[src/smpq_pkg.sv]
// smpq_pkg: types, codes and constants for the sorted minimum priority queue
// used by smpq_cell and sorted_min_priority_queue_top; no dependencies

package smpq_pkg;

    localparam int DEPTH_DEFAULT = 16;
    localparam int CAP_W         = 5;
    localparam int VALUE_W       = 32;
    localparam int PRIO_W        = 8;
    localparam int STATUS_W      = 2;
    localparam int FILL_W        = 5;

    localparam logic [CAP_W-1:0] CAP_RESET = 5'd16;

    localparam logic OP_ENQ = 1'b0;
    localparam logic OP_DEQ = 1'b1;

    localparam logic [STATUS_W-1:0] ST_DONE     = 2'd0;
    localparam logic [STATUS_W-1:0] ST_OVERFLOW = 2'd1;
    localparam logic [STATUS_W-1:0] ST_EMPTY    = 2'd2;

    typedef struct packed {
        logic                      op;
        logic signed [VALUE_W-1:0] item_value;
        logic [PRIO_W-1:0]         item_priority;
    } t_in_word;

    typedef struct packed {
        logic [STATUS_W-1:0]       status;
        logic signed [VALUE_W-1:0] out_value;
        logic [PRIO_W-1:0]         out_priority;
        logic [FILL_W-1:0]         fill_count;
    } t_out_word;

    typedef struct packed {
        logic                      valid;
        logic signed [VALUE_W-1:0] value;
        logic [PRIO_W-1:0]         prio;
    } t_entry;

    typedef struct packed {
        logic                      enq;
        logic                      deq;
        logic signed [VALUE_W-1:0] value;
        logic [PRIO_W-1:0]         prio;
    } t_cell_ctl;

endpackage

[src/smpq_cell.sv]
// smpq_cell: one slot of the sorted queue; holds an entry and trades it with neighbors
// depends on smpq_pkg

module smpq_cell (
    input  logic               i_clk,
    input  logic               i_rst_n,
    input  smpq_pkg::t_cell_ctl i_ctl,
    input  smpq_pkg::t_entry    i_left,
    input  logic               i_left_gt,
    input  smpq_pkg::t_entry    i_right,
    output smpq_pkg::t_entry    o_entry,
    output logic               o_gt
);

    smpq_pkg::t_entry r_entry;
    smpq_pkg::t_entry n_entry;

    // empty slot sorts after everything
    assign o_gt    = !r_entry.valid || (r_entry.prio > i_ctl.prio);
    assign o_entry = r_entry;

    always_comb begin
        n_entry = r_entry;
        if (i_ctl.enq) begin
            if (i_left_gt) begin
                n_entry = i_left;
            end else if (o_gt) begin
                n_entry.valid = 1'b1;
                n_entry.value = i_ctl.value;
                n_entry.prio  = i_ctl.prio;
            end
        end else if (i_ctl.deq) begin
            n_entry = i_right;
        end
    end

    always_ff @(posedge i_clk) begin
        if (!i_rst_n) begin
            r_entry.valid <= 1'b0;
        end else begin
            r_entry.valid <= n_entry.valid;
        end
        r_entry.value <= n_entry.value;
        r_entry.prio  <= n_entry.prio;
    end

endmodule

[src/sorted_min_priority_queue_top.sv]
// sorted_min_priority_queue_top: row of smpq_cell slots kept in ascending priority order
// depends on smpq_pkg and smpq_cell

// One word per cycle unless the output stalls: for every enqueue or dequeue all slots
// compare against the new priority in parallel and shift by one toward their neighbor,
// so the front slot always holds the lowest priority (earliest among equals). The result
// word sits in an output register, shown in the cycle after the input is accepted;
// a new word is taken while that register is empty or being taken. Capacity above DEPTH
// is treated as DEPTH; a lowered capacity keeps held entries.
module sorted_min_priority_queue_top #(
    parameter int DEPTH = smpq_pkg::DEPTH_DEFAULT
) (
    input  logic                          i_clk,
    input  logic                          i_rst_n,
    input  logic                          i_valid,
    output logic                          o_stall,
    input  smpq_pkg::t_in_word            i_word,
    output logic                          o_valid,
    input  logic                          i_stall,
    output smpq_pkg::t_out_word           o_word,
    input  logic                          i_cfg_we,
    input  logic [smpq_pkg::CAP_W-1:0]    i_cfg_wdata
);

    localparam int CNT_W = $clog2(DEPTH + 1);
    localparam int CMP_W = (CNT_W > smpq_pkg::FILL_W) ? CNT_W : smpq_pkg::FILL_W;

    logic [smpq_pkg::CAP_W-1:0] r_cap;
    logic [CNT_W-1:0]           r_count;
    logic [CNT_W-1:0]           n_count;
    logic                       r_out_valid;
    smpq_pkg::t_out_word        r_out;
    smpq_pkg::t_out_word        n_out;

    smpq_pkg::t_entry   w_entry [DEPTH];
    logic               w_gt    [DEPTH];
    smpq_pkg::t_cell_ctl w_ctl;

    logic             w_accept;
    logic [CMP_W-1:0] w_count_ext;
    logic [CMP_W-1:0] w_cap_ext;
    logic [CMP_W-1:0] w_count_next_ext;
    logic             w_full;
    logic             w_empty;

    assign o_stall  = r_out_valid && i_stall;
    assign w_accept = i_valid && !o_stall;

    assign w_count_ext = CMP_W'(r_count);
    assign w_cap_ext   = CMP_W'(r_cap);
    assign w_full      = (w_count_ext >= w_cap_ext) || (w_count_ext >= CMP_W'(DEPTH));
    assign w_empty     = (r_count == '0);

    always_comb begin
        w_ctl.enq   = w_accept && (i_word.op == smpq_pkg::OP_ENQ) && !w_full;
        w_ctl.deq   = w_accept && (i_word.op == smpq_pkg::OP_DEQ) && !w_empty;
        w_ctl.value = i_word.item_value;
        w_ctl.prio  = i_word.item_priority;
    end

    genvar g;
    generate
        for (g = 0; g < DEPTH; g++) begin : g_cell
            smpq_pkg::t_entry w_left;
            smpq_pkg::t_entry w_right;
            logic             w_left_gt;
            if (g == 0) begin : g_first
                assign w_left    = '0;
                assign w_left_gt = 1'b0;
            end else begin : g_mid
                assign w_left    = w_entry[g-1];
                assign w_left_gt = w_gt[g-1];
            end
            if (g == DEPTH - 1) begin : g_last
                assign w_right = '0;
            end else begin : g_inner
                assign w_right = w_entry[g+1];
            end
            smpq_cell u_cell (
                .i_clk     (i_clk),
                .i_rst_n   (i_rst_n),
                .i_ctl     (w_ctl),
                .i_left    (w_left),
                .i_left_gt (w_left_gt),
                .i_right   (w_right),
                .o_entry   (w_entry[g]),
                .o_gt      (w_gt[g])
            );
        end
    endgenerate

    always_comb begin
        n_count = r_count;
        if (w_ctl.enq) begin
            n_count = r_count + CNT_W'(1);
        end else if (w_ctl.deq) begin
            n_count = r_count - CNT_W'(1);
        end
    end

    assign w_count_next_ext = CMP_W'(n_count);

    always_comb begin
        n_out.status       = smpq_pkg::ST_DONE;
        n_out.out_value    = '0;
        n_out.out_priority = '0;
        n_out.fill_count   = w_count_next_ext[smpq_pkg::FILL_W-1:0];
        if (i_word.op == smpq_pkg::OP_ENQ) begin
            if (w_full) begin
                n_out.status = smpq_pkg::ST_OVERFLOW;
            end
        end else if (w_empty) begin
            n_out.status = smpq_pkg::ST_EMPTY;
        end else begin
            n_out.out_value    = w_entry[0].value;
            n_out.out_priority = w_entry[0].prio;
        end
    end

    always_ff @(posedge i_clk) begin
        if (!i_rst_n) begin
            r_cap       <= smpq_pkg::CAP_RESET;
            r_count     <= '0;
            r_out_valid <= 1'b0;
        end else begin
            if (i_cfg_we) begin
                r_cap <= i_cfg_wdata;
            end
            r_count <= n_count;
            if (w_accept) begin
                r_out_valid <= 1'b1;
            end else if (!i_stall) begin
                r_out_valid <= 1'b0;
            end
        end
    end

    always_ff @(posedge i_clk) begin
        if (w_accept) begin
            r_out <= n_out;
        end
    end

    assign o_valid = r_out_valid;
    assign o_word  = r_out;

endmodule
[config.mk]
export PLATFORM = sky130hd
export DESIGN_NAME = sorted_min_priority_queue_top
export DESIGN_NICKNAME = d
export VERILOG_FILES = /design/src/smpq_pkg.sv /design/src/smpq_cell.sv /design/src/sorted_min_priority_queue_top.sv
export SDC_FILE = /design/constraint.sdc
export NUM_CORES = 2
export LEC_CHECK = 0
export BUFFER_PORTS_ARGS = -buffer_cell sky130_fd_sc_hd__clkbuf_2
export CAP_MARGIN = 20
export CORE_ASPECT_RATIO = 1.25
export CORE_MARGIN = 2
export CORE_UTILIZATION = 68
export CTS_CLUSTER_SIZE = 12
export DETAILED_ROUTE_END_ITERATION = 6
export PLACE_DENSITY = 0.92
export SLEW_MARGIN = 15
export SYNTH_ARGS = -nofsm -noshare
export SYNTH_HDL_FRONTEND = slang
export SYNTH_SLANG_ARGS = --single-unit
[constraint.sdc]
create_clock -name i_clk -period 9.6 [get_ports i_clk]
set_input_delay 0.96 -clock i_clk [delete_from_list [all_inputs] [get_ports i_clk]]
set_output_delay 0.96 -clock i_clk [all_outputs]
set_load 0.1 [all_outputs]
==> impl_metrics.env <==
export IMPL_grt_pass1_vias=29400
export IMPL_power_density_nw_per_um2=218
export IMPL_fp_row_count=96
export IMPL_post_drt_wl_per_cell_um=26.5
export IMPL_final_max_slew_viol_count=0
export IMPL_clk_pin_slew_ns=0.07
export IMPL_clockBufferDepth=3
export IMPL_tns_ns=0
export IMPL_drc=1
export IMPL_setup_viol=0
export IMPL_syn_inst=3452
export IMPL_ioPinCount=100
export IMPL_synth_warnings=0
export IMPL_worstHoldStart="g_cell[0].u_cell.o_entry[40]"
export IMPL_grt_busiest_layer="met2"
export IMPL_crit_type="flop to flop"
export IMPL_avgSynthCellArea_um2=11.0
export IMPL_antenna_found_initial=1
export IMPL_drt_total_wl_mm=110
export IMPL_crit_path_end_kind="flop"
export IMPL_async_flop_share_pct=0
export IMPL_rsz0062_at_grt="no"
export IMPL_fmax_mhz=196
export IMPL_place_port_buffers=99
export IMPL_rrSetupSlack_ns=4.50
export IMPL_grtUsageMet2_pct=60.2
export IMPL_drt_first_pass_iters=7
export IMPL_hp_class="flop to flop"
export IMPL_cp_data_arrival_time_ns=5.36
export IMPL_cts_hold_buffers_added=0
export IMPL_layout_nets=3573
export IMPL_r2r_start="r_count[0]"
export IMPL_drtIter0Drc=4900
export IMPL_fillers=3274
export IMPL_viasPerCell=7.09
export IMPL_grtUsageMet1_pct=47.3
export IMPL_post_cts_resize_count=0
export IMPL_critical_path_required_ns=9.85
export IMPL_core_um2=54900
export IMPL_post_place_cells=4047
export IMPL_whs_endpoint="g_cell[0].u_cell.o_entry[40]"
export IMPL_ir_drop_mv=0.148
export IMPL_ys_seq_elements=714
export IMPL_clock_latency_ns=0.63
export IMPL_hpwl_mm=60.3
export IMPL_chipWidth_um=215
export IMPL_slew_headroom_pct=14.9
export IMPL_die_h_um=268
export IMPL_grt_overflow=0
export IMPL_cp_start_kind="flop"
export IMPL_die_area_um2=57500
export IMPL_ys_seq_area_share_pct=56.0
export IMPL_reg2reg_to="g_cell[7].u_cell.o_entry[8]"
export IMPL_use_met3_pct=9.23
export IMPL_syn_num_nets=3638
export IMPL_postRouteAntennaNets=0
export IMPL_grt_max_degree=238
export IMPL_critical_path_peak_fanout=106
export IMPL_hold_violations=0
export IMPL_cts_made_buffers=73
export IMPL_worst_pin_slew_ns=1.28
export IMPL_p_leak_nw=15.6
export IMPL_max_cap_violations=0
export IMPL_synth_edf_count=687
export IMPL_h_tree_depth=3
export IMPL_violations="design-rule violations"
export IMPL_yosysUniqueCellTypes=51
export IMPL_gp_congestion=0.918
export IMPL_drive_gt1_share_pct=8.06
export IMPL_start_util_pct=68.9
export IMPL_cts_root_buffer="clkbuf_16"
export IMPL_post_dp_cell_area_um2=38600
export IMPL_stdcell_area_um2=40600
export IMPL_r2r_cells=10
export IMPL_synth_ff_type="edfxtp_1"
export IMPL_status="finished, violations left"
export IMPL_total_power_mw=8.86
export IMPL_grt_pass1_wl_mm=167
export IMPL_hold_depth=2
export IMPL_routed_via_count=29500
export IMPL_synth_area_um2=37800
export IMPL_cts_setup_buffers=0
export IMPL_period_share_pct=53.2
export IMPL_fin_crit_ns=5.10
export IMPL_area_growth_syn_to_layout_pct=7.48
export IMPL_cts_tree="done"
export IMPL_groute_usage_overall_pct=38.1
export IMPL_cts_num_sinks=714
export IMPL_skew_ns=0.0223
export IMPL_layout_cells_non_filler=4161
[cells by family (layout without fill, tap and decap cells)]
logic type | count (synthesis) | after routing | synth area share (%)
XOR/XNOR | 3 | 3 | 0.0695
adder cells (fa/ha/maj) | 135 | 135 | 4.47
other | 0 | 1 | 0
buffers and inverters | 333 | 306 | 4.07
multiplexers | 441 | 441 | 11.7
AO/OA/AOI/OAI | 742 | 742 | 11.7
flip-flops | 714 | 714 | 56.0
AND/OR/NAND/NOR | 1084 | 1084 | 12.0
[synth_stat cells (9+ instances only)]
library cell	instances	area, µm²
edfxtp_1	687	20600
nand2_1	472	1770
mux2i_1	441	4410
nor2_1	359	1350
a21oi_1	320	1600
buf_2	155	776
o21ai_0	150	751
nand3_1	138	691
ha_1	135	1690
o211ai_1	129	968
clkbuf_1	116	435
a31oi_1	49	307
inv_1	49	184
and2_1	48	300
dfxtp_1	27	541
nand4_1	27	169
o21ai_1	20	100
nor2b_1	18	113
a211oi_1	16	120
buf_6	12	135
a311oi_1	9	78.8
[layout by cell type, fill, tap and decap left out, types with 15 or more instances in the layout]
master and n:
a21oi_1 313, nand2_1 472, a31oi_1 43, o21ai_1 20, clkbuf_16 74, nand3_1 138
ha_1 135, buf_4 40, clkbuf_1 23, mux2i_1 441, clkbuf_2 99, and2_1 45
nor2_1 356, edfxtp_1 687, dfxtp_1 27, nand4_1 27, nor2b_1 18, o211ai_1 129
inv_1 49, o21ai_0 149, a211oi_1 15
[critical path, cell delays in order, from the launching register on]
cell	delay, ns
dfxtp_1	0.42
inv_1	0.11
ha_1	0.29
nor2b_1	0.04
o21ai_1	0.37
a311o_2	0.30
buf_4	0.73
buf_4	0.92
nor2_1	0.32
a21oi_4	0.58
buf_4	0.56
[through the flow]
stage               setup slack [ns]  utilization [%]  hold WS, ns
finish                          4.50             74.0        0.488
floorplan                       2.79                -        0.458
global placement                4.24             70.3        0.470
CTS                             4.58             74.0        0.487
detailed placement              4.02             70.3        0.478
global route                    4.17             74.0        0.518
[sequential cells by signal, summed over array words and instances (netlist names)]
signal and count:
g_cell.u_cell.o_entry 656, o_valid 1, o_word 47, r_cap 5
r_count 5
[power by group]
group | internal, mW | switching, mW | leakage [nW]
registers | 4.03 | 0.258 | 6.69
logic | 0.555 | 1.37 | 7.94
clock network | 1.44 | 1.21 | 1.00
total | 6.03 | 2.83 | 15.6
[how the worst max path moves through the flow]
stage,start,endpoint,cells past startpoint
after floorplan,i_valid,g_cell[0].u_cell.o_entry[0],7
after global placement,i_valid,g_cell[6].u_cell.o_entry[15],10
after detailed placement,i_stall,g_cell[10].u_cell.o_entry[15],10
after CTS,i_stall,g_cell[11].u_cell.o_entry[6],10
after global routing,i_stall,g_cell[11].u_cell.o_entry[6],10
final,r_count[0],g_cell[7].u_cell.o_entry[8],10
[area by class of cell]
type / count / area (µm²) / area share [%]
repair buffers: 144 / 896 / 2.20
inverters: 49 / 184 / 0.453
clock buffers: 98 / 1950 / 4.80
diodes: 1 / 2.50 / 0.00616
well taps: 735 / 920 / 2.26
clock inverters: 15 / 115 / 0.283
flip-flops and latches: 714 / 21200 / 52.1
multi-input cells: 2405 / 15400 / 37.9
[routing by layer]
metal / part of all wire [%] / vias to the layer above / wire [µm]
met1: 33 / 13700 / 36300
met4: 6.9 / 0 / 7640
met3: 14 / 610 / 15500
met5: 0 / - / 0
li1: - / 12500 / -
met2: 46 / 2647 / 50800
(Power assumes the default switching activity.)
